## config.mk

```make
export PLATFORM = sky130hd
export DESIGN_NAME = gas_sensor_ratio_calibrator_top
export DESIGN_NICKNAME = d
export VERILOG_FILES = /design/src/design/gsrc_pkg.sv /design/src/design/gas_sensor_ratio_calibrator_top.sv
export SDC_FILE = /design/constraint.sdc
export NUM_CORES = 1
export LEC_CHECK = 0
export CAP_MARGIN = 15
export CELL_PAD_IN_SITES_DETAIL_PLACEMENT = 0
export CELL_PAD_IN_SITES_GLOBAL_PLACEMENT = 1
export CORE_ASPECT_RATIO = 0.75
export CORE_MARGIN = 2
export CORE_UTILIZATION = 55
export CTS_CLUSTER_DIAMETER = 50
export DETAILED_ROUTE_END_ITERATION = 6
export DONT_BUFFER_PORTS = 1
export PLACE_DENSITY_LB_ADDON = 0.1
export SLEW_MARGIN = 25
export SYNTH_ARGS = -nofsm -noshare
export SYNTH_HDL_FRONTEND = slang
export SYNTH_SLANG_ARGS = --single-unit
export TNS_END_PERCENT = 30
```

## constraint.sdc

```tcl
create_clock -name i_clk -period 17.95 [get_ports i_clk]
set_clock_uncertainty 0.1 [all_clocks]
set_input_delay 1.795 -clock i_clk [delete_from_list [all_inputs] [get_ports i_clk]]
set_output_delay 1.795 -clock i_clk [all_outputs]
set_load 0.01 [all_outputs]
```

## src/design/gsrc_pkg.sv

```systemverilog
package gsrc_pkg;

    localparam int DEF_MAX_SAMPLES = 64;
    localparam int DEF_ADC_BITS    = 10;

    localparam int LR_W      = 16;
    localparam int CAR_W     = 16;
    localparam int BASE_W    = 24;
    localparam int CREG_W    = 7;
    localparam int RS_W      = 24;
    localparam int RATIO_W   = 16;
    localparam int FRAC_W    = 8;
    localparam int CFG_AW    = 3;
    localparam int CFG_DW    = 24;
    localparam int OUT_DW    = 48;
    localparam int REJ_BIT   = RATIO_W + BASE_W;

    localparam logic [CFG_AW-1:0] REG_LOAD_RES   = 3'd0;
    localparam logic [CFG_AW-1:0] REG_CLEAN_AIR  = 3'd1;
    localparam logic [CFG_AW-1:0] REG_BASE_DEF   = 3'd2;
    localparam logic [CFG_AW-1:0] REG_BASE_MIN   = 3'd3;
    localparam logic [CFG_AW-1:0] REG_BASE_MAX   = 3'd4;
    localparam logic [CFG_AW-1:0] REG_CALIB_CNT  = 3'd5;
    localparam logic [CFG_AW-1:0] REG_MEAS_CNT   = 3'd6;

    localparam logic [LR_W-1:0]   RST_LOAD_RES  = 16'd2560;
    localparam logic [CAR_W-1:0]  RST_CLEAN_AIR = 16'd2534;
    localparam logic [BASE_W-1:0] RST_BASE_DEF  = 24'd2560;
    localparam logic [BASE_W-1:0] RST_BASE_MIN  = 24'd256;
    localparam logic [BASE_W-1:0] RST_BASE_MAX  = 24'd25600;
    localparam logic [CREG_W-1:0] RST_CALIB_CNT = 7'd50;
    localparam logic [CREG_W-1:0] RST_MEAS_CNT  = 7'd10;

    localparam logic MODE_MEASURE = 1'b0;
    localparam logic MODE_CALIB   = 1'b1;

endpackage

```

## src/design/gas_sensor_ratio_calibrator_top.sv

```systemverilog
// Channel    Dir  Fields (lowest bit first)
// s_axis     in   tdata: adc_sample; tuser: op
// m_axis     out  tdata: ratio, base_value, rejected; tuser: kind
// cfg        in   i_cfg_we, i_cfg_addr, i_cfg_data (write only)
//
// Each sample with a nonzero reading goes through one shared restoring divider that
// retires one quotient bit a cycle; a zero reading skips that first division.
// A sample that closes an average runs the divider up to three times.
// The input is not ready while a sample is in work; a stalled output holds its beat,
// and the next sample is taken while it waits.
// Reset is synchronous; it restores the config and control registers, not the datapath ones.
module gas_sensor_ratio_calibrator_top #(
    parameter int MAX_SAMPLES = gsrc_pkg::DEF_MAX_SAMPLES,
    parameter int ADC_BITS    = gsrc_pkg::DEF_ADC_BITS,
    parameter int IN_DW       = ((ADC_BITS + 7) / 8) * 8
) (
    input  logic                         i_clk,
    input  logic                         i_rst_n,
    input  logic                         s_axis_tvalid,
    output logic                         s_axis_tready,
    input  logic [IN_DW-1:0]             s_axis_tdata,  // adc_sample
    input  logic                         s_axis_tuser,  // op
    output logic                         m_axis_tvalid,
    input  logic                         m_axis_tready,
    output logic [gsrc_pkg::OUT_DW-1:0]  m_axis_tdata,  // ratio, base_value, rejected
    output logic                         m_axis_tuser,  // kind
    input  logic                         i_cfg_we,
    input  logic [gsrc_pkg::CFG_AW-1:0]  i_cfg_addr,
    input  logic [gsrc_pkg::CFG_DW-1:0]  i_cfg_data
);
    import gsrc_pkg::*;

    localparam int SUM_W  = RS_W + $clog2(MAX_SAMPLES);
    localparam int PROD_W = LR_W + ADC_BITS;
    localparam int DIV_A  = (SUM_W > PROD_W) ? SUM_W : PROD_W;
    localparam int DIV_W  = (DIV_A > RS_W + FRAC_W) ? DIV_A : RS_W + FRAC_W;
    localparam int DCNT_W = $clog2(DIV_W);
    localparam int CNT_W  = $clog2(MAX_SAMPLES + 1);
    localparam int CMP_W  = (CNT_W > CREG_W) ? CNT_W : CREG_W;

    localparam logic [2:0] S_IDLE = 3'd0;
    localparam logic [2:0] S_MUL  = 3'd1;
    localparam logic [2:0] S_DRS  = 3'd2;
    localparam logic [2:0] S_ACC  = 3'd3;
    localparam logic [2:0] S_DAVG = 3'd4;
    localparam logic [2:0] S_SEL  = 3'd5;
    localparam logic [2:0] S_DOUT = 3'd6;
    localparam logic [2:0] S_DONE = 3'd7;

    localparam logic [ADC_BITS-1:0] FULL = '1;

    logic [LR_W-1:0]    r_load_res;
    logic [CAR_W-1:0]   r_clean_air;
    logic [BASE_W-1:0]  r_base_def, r_base_min, r_base_max;
    logic [CREG_W-1:0]  r_calib_cnt, r_meas_cnt;

    logic [2:0]         r_state, n_state;
    logic [BASE_W-1:0]  r_base, n_base;
    logic [SUM_W-1:0]   r_sum, n_sum;
    logic [CNT_W-1:0]   r_idx, n_idx;
    logic               r_mode, n_mode;
    logic [ADC_BITS-1:0] r_adc, n_adc;
    logic [DIV_W-1:0]   r_quo, n_quo;
    logic [BASE_W-1:0]  r_rem, n_rem;
    logic [BASE_W-1:0]  r_dvs, n_dvs;
    logic [DCNT_W-1:0]  r_cnt, n_cnt;
    logic               r_out_valid, n_out_valid;
    logic               r_out_kind, n_out_kind;
    logic [RATIO_W-1:0] r_out_ratio, n_out_ratio;
    logic [BASE_W-1:0]  r_out_base, n_out_base;
    logic               r_out_rej, n_out_rej;

    logic [PROD_W-1:0]  w_prod;
    logic [BASE_W:0]    w_rem_sh;
    logic [BASE_W+1:0]  w_diff;
    logic               w_ge;
    logic [RS_W-1:0]    w_q_sat24;
    logic [RATIO_W-1:0] w_q_sat16;
    logic [SUM_W-1:0]   w_sum_acc;
    logic [CNT_W-1:0]   w_idx_inc;
    logic [CMP_W-1:0]   w_creq;
    logic [CNT_W-1:0]   w_count;
    logic               w_bad;

    assign w_prod    = PROD_W'(r_load_res) * PROD_W'(FULL - r_adc);
    assign w_rem_sh  = {r_rem, r_quo[DIV_W-1]};
    assign w_diff    = {1'b0, w_rem_sh} - {2'b00, r_dvs};
    assign w_ge      = !w_diff[BASE_W+1];
    assign w_q_sat24 = (|r_quo[DIV_W-1:RS_W]) ? '1 : r_quo[RS_W-1:0];
    assign w_q_sat16 = (|r_quo[DIV_W-1:RATIO_W]) ? '1 : r_quo[RATIO_W-1:0];
    assign w_sum_acc = r_sum + SUM_W'(w_q_sat24);
    assign w_idx_inc = r_idx + CNT_W'(1);
    assign w_creq    = CMP_W'(r_mode ? r_calib_cnt : r_meas_cnt);
    assign w_count   = (w_creq == '0) ? CNT_W'(1) :
                       (w_creq > CMP_W'(MAX_SAMPLES)) ? CNT_W'(MAX_SAMPLES) :
                       CNT_W'(w_creq);
    assign w_bad     = (w_q_sat24 < r_base_min) || (w_q_sat24 > r_base_max);

    always_comb begin
        n_state     = r_state;
        n_base      = r_base;
        n_sum       = r_sum;
        n_idx       = r_idx;
        n_mode      = r_mode;
        n_adc       = r_adc;
        n_quo       = r_quo;
        n_rem       = r_rem;
        n_dvs       = r_dvs;
        n_cnt       = r_cnt;
        n_out_valid = r_out_valid;
        n_out_kind  = r_out_kind;
        n_out_ratio = r_out_ratio;
        n_out_base  = r_out_base;
        n_out_rej   = r_out_rej;

        if (r_out_valid && m_axis_tready) begin
            n_out_valid = 1'b0;
        end

        unique case (r_state)
            S_IDLE: begin
                if (s_axis_tvalid) begin
                    n_adc = s_axis_tdata[ADC_BITS-1:0];
                    if (s_axis_tuser != r_mode) begin
                        n_mode = s_axis_tuser;
                        n_sum  = '0;
                        n_idx  = '0;
                    end
                    n_state = S_MUL;
                end
            end
            S_MUL: begin
                n_rem = '0;
                n_dvs = BASE_W'(r_adc);
                n_cnt = DCNT_W'(DIV_W - 1);
                if (r_adc == '0) begin
                    n_quo   = '0;
                    n_state = S_ACC;
                end else begin
                    n_quo   = DIV_W'(w_prod);
                    n_state = S_DRS;
                end
            end
            S_DRS, S_DAVG, S_DOUT: begin
                n_rem = w_ge ? w_diff[BASE_W-1:0] : w_rem_sh[BASE_W-1:0];
                n_quo = {r_quo[DIV_W-2:0], w_ge};
                n_cnt = r_cnt - DCNT_W'(1);
                if (r_cnt == '0) begin
                    priority if (r_state == S_DRS) begin
                        n_state = S_ACC;
                    end else if (r_state == S_DAVG) begin
                        n_state = S_SEL;
                    end else begin
                        n_state = S_DONE;
                    end
                end
            end
            S_ACC: begin
                if (w_idx_inc >= w_count) begin
                    n_sum   = '0;
                    n_idx   = '0;
                    n_quo   = DIV_W'(w_sum_acc);
                    n_dvs   = BASE_W'(w_count);
                    n_rem   = '0;
                    n_cnt   = DCNT_W'(DIV_W - 1);
                    n_state = S_DAVG;
                end else begin
                    n_sum   = w_sum_acc;
                    n_idx   = w_idx_inc;
                    n_state = S_IDLE;
                end
            end
            S_SEL: begin
                n_rem = '0;
                n_cnt = DCNT_W'(DIV_W - 1);
                if (r_mode == MODE_MEASURE) begin
                    if (r_base == '0) begin
                        n_quo   = '0;
                        n_state = S_DONE;
                    end else begin
                        n_quo   = DIV_W'({r_quo[RS_W-1:0], FRAC_W'(0)});
                        n_dvs   = r_base;
                        n_state = S_DOUT;
                    end
                end else begin
                    if (r_clean_air == '0) begin
                        n_quo   = '1;
                        n_state = S_DONE;
                    end else begin
                        n_quo   = DIV_W'({r_quo[RS_W-1:0], FRAC_W'(0)});
                        n_dvs   = BASE_W'(r_clean_air);
                        n_state = S_DOUT;
                    end
                end
            end
            S_DONE: begin
                if (!r_out_valid || m_axis_tready) begin
                    n_out_valid = 1'b1;
                    n_out_kind  = r_mode;
                    if (r_mode == MODE_MEASURE) begin
                        n_out_ratio = w_q_sat16;
                        n_out_base  = r_base;
                        n_out_rej   = 1'b0;
                    end else begin
                        n_base      = w_bad ? r_base_def : w_q_sat24;
                        n_out_ratio = '0;
                        n_out_base  = w_bad ? r_base_def : w_q_sat24;
                        n_out_rej   = w_bad;
                    end
                    n_state = S_IDLE;
                end
            end
        endcase
    end

    always_ff @(posedge i_clk) begin
        if (!i_rst_n) begin
            r_load_res  <= RST_LOAD_RES;
            r_clean_air <= RST_CLEAN_AIR;
            r_base_def  <= RST_BASE_DEF;
            r_base_min  <= RST_BASE_MIN;
            r_base_max  <= RST_BASE_MAX;
            r_calib_cnt <= RST_CALIB_CNT;
            r_meas_cnt  <= RST_MEAS_CNT;
        end else if (i_cfg_we) begin
            unique case (i_cfg_addr)
                REG_LOAD_RES:  r_load_res  <= i_cfg_data[LR_W-1:0];
                REG_CLEAN_AIR: r_clean_air <= i_cfg_data[CAR_W-1:0];
                REG_BASE_DEF:  r_base_def  <= i_cfg_data[BASE_W-1:0];
                REG_BASE_MIN:  r_base_min  <= i_cfg_data[BASE_W-1:0];
                REG_BASE_MAX:  r_base_max  <= i_cfg_data[BASE_W-1:0];
                REG_CALIB_CNT: r_calib_cnt <= i_cfg_data[CREG_W-1:0];
                REG_MEAS_CNT:  r_meas_cnt  <= i_cfg_data[CREG_W-1:0];
                default: begin
                end
            endcase
        end
    end

    always_ff @(posedge i_clk) begin
        if (!i_rst_n) begin
            r_state     <= S_IDLE;
            r_base      <= RST_BASE_DEF;
            r_sum       <= '0;
            r_idx       <= '0;
            r_mode      <= MODE_MEASURE;
            r_out_valid <= 1'b0;
        end else begin
            r_state     <= n_state;
            r_base      <= n_base;
            r_sum       <= n_sum;
            r_idx       <= n_idx;
            r_mode      <= n_mode;
            r_out_valid <= n_out_valid;
        end
    end

    always_ff @(posedge i_clk) begin
        r_adc       <= n_adc;
        r_quo       <= n_quo;
        r_rem       <= n_rem;
        r_dvs       <= n_dvs;
        r_cnt       <= n_cnt;
        r_out_kind  <= n_out_kind;
        r_out_ratio <= n_out_ratio;
        r_out_base  <= n_out_base;
        r_out_rej   <= n_out_rej;
    end

    assign s_axis_tready = (r_state == S_IDLE);
    assign m_axis_tvalid = r_out_valid;
    assign m_axis_tuser  = r_out_kind;
    assign m_axis_tdata  = OUT_DW'({r_out_rej, r_out_base, r_out_ratio});

endmodule

```

==> flow_summary.toml, run 1 <==
[outcome]
run_status = "finished clean"

[worst_setup_path]
critical_path.reg2reg.endpoint = "r_quo[25]$_DFFE_PP_"
cp-endpoint = "r_quo[25]$_DFFE_PP_"
critPathSlowestCell = "sky130_fd_sc_hd__edfxtp_1"
path_depth = 20
setup_crit_start = "r_adc[3]$_DFFE_PP_"
arrival_ns = 7.06
r2r-start = "r_adc[3]$_DFFE_PP_"
crit_path_end_kind = "register"
ff2ff_path_depth = 20
path_delay_family = "adder cells"
timing.critical_path.from_type = "register"
worst-path-buf-inv = 3
crit_chain = "nand2b_1, fa_1, fa_1, inv_1, fa_1, fa_1, inv_1, fa_1, inv_1, ha_1, a21o_1, a21o_1, a211o_1, a31oi_1, o21ai_1, a21o_1, a21o_1, a21oi_1, mux2i_1, a211o_1"
max_stage_delay_ns = 0.92
worst-endpoint-required_ns = 18.16
cp_max_fo = 18
regToRegSetupSlack_ns = 11.10
crit_path_most_repeated_cell = "sky130_fd_sc_hd__fa_1"
timing_worst_setup_path_type = "register to register"

[global_routing]
antenna_found_initial = 3
grt_util_met3 = 0.0979
grt.met1_usage = 0.458
grt_remaining_overflow = 0
globalRoute.busiestLayer = "met1"
grt_first_pass_wirelength_mm = 102
use_met2 = 0.427
global_route.usage.total = 0.309
first_global_vias = 17500
grt_start_max_net_pins = 173

[sta]
slew_headroom = 0.265
finalMaxSlewViolations = 0
timing.setup.tns_ns = 0
finalSetupViolCount = 0
timing_worst_slew_pin_value_ns = 1.09
min_period_over_period = 0.382
maxClockFrequency_mhz = 146
fin_crit_ns = 6.85
timing.final.hold_violations = 0
unrepaired_setup_endpoints_after_global_routing = "no"
post_route_hold_slack_ns = 0.362

[yosys]
syn-mean-instance-area_um2 = 8.95
synth.largest_area_cell = "sky130_fd_sc_hd__edfxtp_1"
syn-instance-count = 2567
yosys_register_bits = 321
yosysWarnings = 0
seq_area_frac_synth = 0.339
synth_edf_count = 137
synth-main-ff-cell = "sky130_fd_sc_hd__dfxtp_1"
fraction_of_synthesis_flops_using_an_asynchronous_set_or_reset_pin = 0
synth_largest_type_area_fraction = 0.179
synth.distinct_cells = 71
ys_top_cells_by_area = "sky130_fd_sc_hd__edfxtp_1 (18%), sky130_fd_sc_hd__dfxtp_1 (16%), sky130_fd_sc_hd__fa_1 (9.8%)"
synthesis.area_um2 = 23000

[routing]
drt-pass1-iter-count = 6
vias_per_cell = 5.85
vias = 18100
drc_errors = 0
drtIter0Drc = 1850
wire_per_inst_um = 21.5
wirelength_mm = 66.5
drt.antenna.violating_nets = 0

[clocking]
clock_latency_ns = 0.57
cts.path.max_buffers = 3
cts-hold-fix-buffers = 0
tritoncts = "built"
postCtsResizedCells = 0
cts_made_buffers = 40
cts.repair_timing.setup_buffer_count = 0
cts.clk_slew.worst_paths_ns = 0.06
cts.htree.levels = 2
clk_root_buffer_cell = "sky130_fd_sc_hd__clkbuf_16"
cts_num_sinks = 321

[place]
numPortBuffers = 0
hpwl_mm = 49.0
dp.cells = 3022
placed_cell_area_um2 = 23300
gp_congestion = 0.941

[floorplan]
fp.coreArea_um2 = 41000
io_pins = 100
floorplan.initialDensity = 0.561
fp-row-count = 64
die_area_um2 = 43500
die_y_um = 181
die_width_um = 240

[hold_path]
class_of_the_worst_hold_path = "register to register"
timing.hold.worst.start = "r_base_min[3]$_SDFFE_PN0P_"

[layout]
number_of_nets_in_the_layout = 2842
multiInputGateArea_um2 = 13800
layout.cells.most_common_list = "sky130_fd_sc_hd__nand2_1 (344), sky130_fd_sc_hd__inv_1 (250), sky130_fd_sc_hd__dfxtp_1 (183), sky130_fd_sc_hd__ha_1 (177), sky130_fd_sc_hd__nor2b_1 (157)"
layout.cells.non_filler = 3098
synthToLayoutAreaGrowth_pct = 7.22
seqCellArea_um2 = 7800
nFillCells = 3626
layout_commonest_cell = "sky130_fd_sc_hd__nand2_1"
finish.instance_area_um2 = 24600
final_layout_size_suffix_gt1_frac = 0.0611

[power]
power_leakage_nw = 10.4
vdd.ir_drop.worst_uv = 97.5
pwr_density_cell_nw_per_um2 = 105

[run]
drv_cap = 0
tightest hold or removal path, delay by kind of cell (launching register included):
| family | cells | cell delay (ns) |
|---|---|---|
| flops | 1 | 0.31 |
| compound gates | 1 | 0.06 |
| simple gates | 1 | 0.05 |
power breakdown:
group,internal [mW],switching (mW)
sequential,0.870,0.0783
clock,0.452,0.349
combinational,0.339,0.495
total,1.66,0.922
metrics by stage:
step                 util  power, mW  worst slack (ns)
finish              0.601       2.58             11.10
global route        0.601       2.72             10.83
CTS                 0.601       2.58             11.13
detailed placement  0.569       1.78             11.17
global placement    0.569       1.76             11.21
floorplan               -       1.56             11.95
synthesized netlist by cell type (all sizes together) (17+ instances only):
cell type and n:
ha 177, buf 17, a22oi 17, or2 30, nand4 17, a21o 43, a21oi 119, nand3 54
o21ai 108, nand2b 82, xor2 26, nand2 344, mux2i 43, mux2 20, a21boi 101, nor2 135
nor4 18, fa 113, nor3 41, dfxtp 184, inv 250, clkbuf 113, nor2b 157, xnor2 38
o21a 18, edfxtp 137
cell families after synthesis:
family                     after synthesis  synth area share
and+or+nand+nor                        919             0.194
adders and majority gates              290             0.195
AOI/OAI and AO/OA                      529             0.154
muxes                                   63            0.0285
xor gates and xnor gates                64            0.0244
buffers and inverters                  380            0.0649
DFF                                    321             0.339
other                                    1          0.000163
worst min-delay path by stage:
stage / end / slack [ns] / cells after the start
3_3_place_gp: r_sum[20]$_SDFFE_PN0P_ / 0.34 / 2
6_report: r_base_min[3]$_SDFFE_PN0P_ / 0.36 / 2
4_1_cts: r_base_def[10]$_SDFFE_PN0P_ / 0.36 / 2
3_5_place_dp: r_base_def[9]$_SDFFE_PN1P_ / 0.35 / 2
5_1_grt: r_base_def[4]$_SDFFE_PN0P_ / 0.38 / 2
2_1_floorplan: m_axis_tuser$_DFFE_PP_ / 0.31 / 0
flip-flops by register name, indices dropped and copies added, names as in the netlist, 24 cells and up:
name / count
r_rem: 24
r_base_min: 24
r_base_max: 24
r_out_base: 24
r_base_def: 24
r_base: 24
r_sum: 30
r_dvs: 24
r_quo: 32
routing by layer:
metal  up-vias  share of wire  routed length (µm)
met1      8666           0.46               30500
met3       102           0.11                7380
met5         -        0.00018                  12
li1       8599              -                   -
met4         2          0.026                1740
met2       759           0.40               26800
area by class of cell:
type	count	share of cell area
Antenna cell	2	0.000203
Multi-Input combinational cell	1872	0.558
Inverter	250	0.0381
Clock buffer	47	0.0434
Timing Repair Buffer	18	0.00548
Clock inverter	27	0.00939
Sequential cell	321	0.317
Tap cell	561	0.0285
(Power assumes the default switching activity.)
==> inputs of run 2 (changes only) <==
Settings changed: CORE_UTILIZATION 55 to 51.
Clock period 17.95 ns to 7.02 ns, I/O delays scaled along.
==> flow_summary.toml, run 2 (same netlist as run 1, synthesis figures left out) <==
[clocking]
cts.repair_timing.setup_buffer_count = 0
clock_latency_ns = 0.58
cts_made_buffers = 39
cts.htree.levels = 2
postCtsResizedCells = 0
cts_num_sinks = 321
tritoncts = "built"
clk_root_buffer_cell = "sky130_fd_sc_hd__clkbuf_16"
cts-hold-fix-buffers = 0
cts.path.max_buffers = 3
cts.clk_slew.worst_paths_ns = 0.06

[power]
pwr_density_cell_nw_per_um2 = 269
vdd.ir_drop.worst_uv = 164
power_leakage_nw = 10.5
total_power_mw = 6.67

[routing]
drt.antenna.violating_nets = 0
wirelength_mm = 68.9
drt-pass1-iter-count = 5
wire_per_inst_um = 22.0
drtIter0Drc = 1557
vias = 18200
vias_per_cell = 5.80
drc_errors = 0

[layout]
top_register = "r_quo"
multiInputGateArea_um2 = 13800
finish.instance_area_um2 = 24800
diodes = 0
layout_commonest_cell = "sky130_fd_sc_hd__nand2_1"
largest_register_ff_count = 32
final_layout_size_suffix_gt1_frac = 0.0662
layout.cells.non_filler = 3137
number_of_nets_in_the_layout = 2859
final_core_area_utilization = 0.557
nFillCells = 4110
top_regs = "r_quo (32), r_sum (30)"
layout.cells.most_common_list = "sky130_fd_sc_hd__nand2_1 (343), sky130_fd_sc_hd__inv_1 (250), sky130_fd_sc_hd__dfxtp_1 (183), sky130_fd_sc_hd__ha_1 (177), sky130_fd_sc_hd__nor2b_1 (157)"
synthToLayoutAreaGrowth_pct = 8.03
seqCellArea_um2 = 7800

[floorplan]
floorplan.initialDensity = 0.515
fp.coreArea_um2 = 44600
die_area_um2 = 46800
io_pins = 100
die_width_um = 249
die_y_um = 188
fp-row-count = 67

[worst_setup_path]
timing_worst_setup_path_type = "register to register"
worst-endpoint-required_ns = 7.24
ff2ff_path_depth = 20
crit_path_most_repeated_cell = "sky130_fd_sc_hd__fa_1"
crit_chain = "nand2b_1, fa_1, fa_1, inv_1, fa_1, fa_1, inv_1, fa_1, inv_1, ha_1, a21o_1, a21o_1, a211o_1, a31oi_1, o21ai_1, a21o_1, a21o_1, a21oi_1, mux2i_1, a211o_1"
cp_max_fo = 16
timing.critical_path.from_type = "register"
critical_path.reg2reg.endpoint = "r_quo[25]$_DFFE_PP_"
r2r-start = "r_adc[4]$_DFFE_PP_"
crit_path_end_kind = "register"
critPathSlowestCell = "sky130_fd_sc_hd__edfxtp_1"
arrival_ns = 6.78
max_stage_delay_ns = 0.68
regToRegSetupSlack_ns = 0.46

[sta]
timing.final.hold_violations = 0
min_period_over_period = 0.934
unrepaired_setup_endpoints_after_global_routing = "no"
final.setup.worst_slack_ns = 0.461
maxClockFrequency_mhz = 152
finalMaxSlewViolations = 0
slew_headroom = 0.289
fin_crit_ns = 6.56
post_route_hold_slack_ns = 0.109
timing_worst_slew_pin_value_ns = 1.07
timing.setup.tns_ns = 0
finalSetupViolCount = 0

[hold_path]
class_of_the_worst_hold_path = "input pin to register"
timing.hold.worst.start = "i_rst_n"
worst_hold_path.endpoint = "r_base_def[11]$_SDFFE_PN1P_"
min_path_cells = 1

[run]
drv_cap = 0

[place]
place_worst_setup_slack_ns = 0.513
numPortBuffers = 0
gp_congestion = 0.922
placed_cell_area_um2 = 23500
dp.cells = 3065
hpwl_mm = 51.5

[outcome]
run_status = "finished clean"

[global_routing]
grt_start_max_net_pins = 173
antenna_found_initial = 1
grt_first_pass_wirelength_mm = 105
grt_remaining_overflow = 0
global_route.usage.total = 0.293
first_global_vias = 17300
[run 2: final cells by class]
cell class | count | share of cell area
multi-input combinational | 1872 | 0.554
clock buffer | 49 | 0.0428
timing repair buffer | 36 | 0.0109
sequential | 321 | 0.314
inverter | 250 | 0.0378
tap | 586 | 0.0295
clock inverter | 23 | 0.0105
[run 2: power by group]
part           switching (mW)  internal (mW)  total [mW]
clock                   0.890           1.21        2.10
combinational            1.28          0.876        2.15
sequential              0.194           2.22        2.42
[run 2: worst max-delay path: cells and delay by family (launching register included)]
family,cells,cell delay [ns]
mux,1,0.13
buf+inv,3,0.16
compound gates,9,1.92
fa+ha+maj,6,3.00
simple gates,1,0.29
flops,1,0.68
[run 2: worst max-delay path by stage]
stage                        from                   to
3_3_place_gp   r_adc[4]$_DFFE_PP_  r_quo[25]$_DFFE_PP_
3_5_place_dp   r_adc[4]$_DFFE_PP_  r_quo[25]$_DFFE_PP_
6_report       r_adc[4]$_DFFE_PP_  r_quo[25]$_DFFE_PP_
5_1_grt        r_adc[4]$_DFFE_PP_  r_quo[25]$_DFFE_PP_
2_1_floorplan  r_adc[7]$_DFFE_PP_  r_quo[24]$_DFFE_PP_
4_1_cts        r_adc[4]$_DFFE_PP_  r_quo[25]$_DFFE_PP_
[run 2: layer usage]
| layer | vias up | share of wire | global-route usage | wire length, µm |
|---|---|---|---|---|
| met2 | 625 | 0.41 | 0.419 | 28200 |
| met5 | - | 0 | 0 | 0 |
| li1 | 8619 | - | - | - |
| met3 | 66 | 0.083 | 0.0596 | 5700 |
| met1 | 8875 | 0.49 | 0.451 | 33700 |
| met4 | 0 | 0.018 | 0.0702 | 1230 |
==> inputs of run 3 (changes only) <==
Settings changed: CORE_UTILIZATION 51 to 52, CTS_BUF_LIST from default to sky130_fd_sc_hd__clkbuf_4.
==> flow_summary.toml, run 3 (same netlist as run 1, synthesis figures left out) <==
[routing]
drt-pass1-iter-count = 7
drc_errors = 0
wire_per_inst_um = 21.3
drtIter0Drc = 1739
wirelength_mm = 69.6
drt.antenna.violating_nets = 0
vias_per_cell = 5.73
vias = 18700

[place]
hpwl_mm = 50.7
placed_cell_area_um2 = 23500
numPortBuffers = 0
gp_congestion = 0.907

[run]
drv_cap = 0

[layout]
top_register = "r_quo"
layout_commonest_cell = "sky130_fd_sc_hd__nand2_1"
layout.cells.most_common_list = "sky130_fd_sc_hd__nand2_1 (343), sky130_fd_sc_hd__inv_1 (250), sky130_fd_sc_hd__dfxtp_1 (183), sky130_fd_sc_hd__ha_1 (177), sky130_fd_sc_hd__nor2b_1 (157)"
finish.instance_area_um2 = 25100
largest_register_ff_count = 32
final_core_area_utilization = 0.576
nFillCells = 3949
top_regs = "r_quo (32), r_sum (30)"
number_of_nets_in_the_layout = 2947
final_layout_size_suffix_gt1_frac = 0.0941
synthToLayoutAreaGrowth_pct = 9.16

[clocking]
cts-hold-fix-buffers = 39
cts_num_sinks = 321
clk_root_buffer_cell = "sky130_fd_sc_hd__clkbuf_4"
tritoncts = "built"
cts.clk_slew.worst_paths_ns = 0.08
cts_made_buffers = 87
cts.repair_timing.setup_buffer_count = 0
clock_latency_ns = 0.84
cts.htree.levels = 3
postCtsResizedCells = 0
cts.path.max_buffers = 3

[floorplan]
die_y_um = 186
fp.coreArea_um2 = 43500
floorplan.initialDensity = 0.528
io_pins = 100
die_area_um2 = 45900
fp-row-count = 66
die_width_um = 247

[worst_setup_path]
setup_crit_start = "r_adc[4]$_DFFE_PP_"
worst-endpoint-required_ns = 7.50
cp_max_fo = 14
r2r-start = "r_adc[4]$_DFFE_PP_"
path_depth = 20
max_stage_delay_ns = 0.66
arrival_ns = 6.99
regToRegSetupSlack_ns = 0.51
crit_chain = "nand2b_1, fa_1, fa_1, inv_1, fa_1, fa_1, inv_1, fa_1, inv_1, ha_1, a21o_1, a21o_1, a211o_1, a31oi_1, o21ai_1, a21o_1, a21o_1, a21oi_1, mux2i_1, a211o_1"
cp-endpoint = "r_quo[25]$_DFFE_PP_"
crit_path_end_kind = "register"
timing.critical_path.from_type = "register"
timing_worst_setup_path_type = "register to register"
path_delay_family = "adder cells"
crit_path_most_repeated_cell = "sky130_fd_sc_hd__fa_1"
critPathSlowestCell = "sky130_fd_sc_hd__edfxtp_1"
ff2ff_path_depth = 20
worst-path-buf-inv = 3
critical_path.reg2reg.endpoint = "r_quo[25]$_DFFE_PP_"

[sta]
timing.final.hold_violations = 0
finalMaxSlewViolations = 0
timing_worst_slew_pin_value_ns = 1.00
slew_headroom = 0.326
post_route_hold_slack_ns = 0.109
min_period_over_period = 0.927
maxClockFrequency_mhz = 154
fin_crit_ns = 6.51
finalSetupViolCount = 0
unrepaired_setup_endpoints_after_global_routing = "no"
timing.setup.tns_ns = 0

[power]
vdd.ir_drop.worst_uv = 209
pwr_density_cell_nw_per_um2 = 255
switching_share = 0.367
p_comb_frac = 0.342
power_leakage_nw = 10.7
seq_power_share = 0.377
total_power_mw = 6.40
pint_mw = 4.05
proportion_of_power_drawn_by_the_clock_network = 0.281
p_sw_mw = 2.35

[global_routing]
grt_remaining_overflow = 0
grt_start_max_net_pins = 167
grt_first_pass_wirelength_mm = 106
global_route.usage.total = 0.305
antenna_found_initial = 6
first_global_vias = 17700

[outcome]
run_status = "finished clean"

[hold_path]
class_of_the_worst_hold_path = "input pin to register"
[run 3: cell types whose count changed in the layout (fill, tap and decap cells not counted), moves of 2 or more]
| cell | before | now |
|---|---|---|
| sky130_fd_sc_hd__clkbuf_4 | 0 | 131 |
| sky130_fd_sc_hd__clkbuf_16 | 39 | 0 |
| sky130_fd_sc_hd__dlygate4sd3_1 | 0 | 38 |
| sky130_fd_sc_hd__clkbuf_1 | 5 | 0 |
| sky130_fd_sc_hd__diode_2 | 0 | 7 |
| sky130_fd_sc_hd__inv_2 | 0 | 2 |
| sky130_fd_sc_hd__clkbuf_8 | 5 | 0 |
| sky130_fd_sc_hd__inv_6 | 6 | 0 |
| sky130_fd_sc_hd__inv_16 | 2 | 0 |
| sky130_fd_sc_hd__clkinv_1 | 4 | 14 |
| sky130_fd_sc_hd__clkinv_2 | 4 | 8 |
[run 3: power groups by stage]
stage	combinational (mW)	clock (mW)	sequential (mW)
floorplan	1.65	0	2.35
global placement	2.06	0	2.44
detailed placement	2.09	0	2.44
CTS	2.16	1.83	2.41
global route	2.41	1.93	2.43
finish	2.19	1.80	2.41
[run 3: metal layers]
layer	track usage	vias up	routed length, µm
met1	0.469	9064	34500
met4	0.0711	4	1310
met5	0	-	21
met2	0.423	659	28100
met3	0.0799	105	5720
li1	-	8862	-
[run 3: layout make-up]
type	count	area, µm²	share of cell area
Multi-Input combinational cell	1872	13800	0.548
Inverter	250	938	0.0374
Clock buffer	131	983	0.0392
Clock inverter	28	175	0.00698
Tap cell	578	723	0.0288
Antenna cell	7	17.5	0.000698
Sequential cell	321	7800	0.311
Timing Repair Buffer	76	693	0.0276
[run 3: worst min path at each step]
stage / from / to / slack, ns / cells past startpoint
2_1_floorplan: r_mode$_SDFFE_PN0P_ / m_axis_tuser$_DFFE_PP_ / 0.31 / 0
3_3_place_gp: r_base_def[11]$_SDFFE_PN1P_ / r_base_def[11]$_SDFFE_PN1P_ / 0.35 / 2
3_5_place_dp: r_base_def[11]$_SDFFE_PN1P_ / r_base_def[11]$_SDFFE_PN1P_ / 0.35 / 2
4_1_cts: i_rst_n / r_base[11]$_SDFFE_PN1P_ / 0.04 / 2
5_1_grt: i_rst_n / r_base[11]$_SDFFE_PN1P_ / 0.03 / 2
6_report: i_rst_n / r_base[11]$_SDFFE_PN1P_ / 0.11 / 2
[run 3: metrics by stage]
| stage | setup slack, ns | std cells |
|---|---|---|
| after floorplan | 1.02 | 2573 |
| after global placement | 0.580 | 3057 |
| after detailed placement | 0.551 | 3057 |
| after CTS | 0.509 | 3255 |
| after global routing | 0.284 | 3257 |
| final | 0.512 | 3263 |
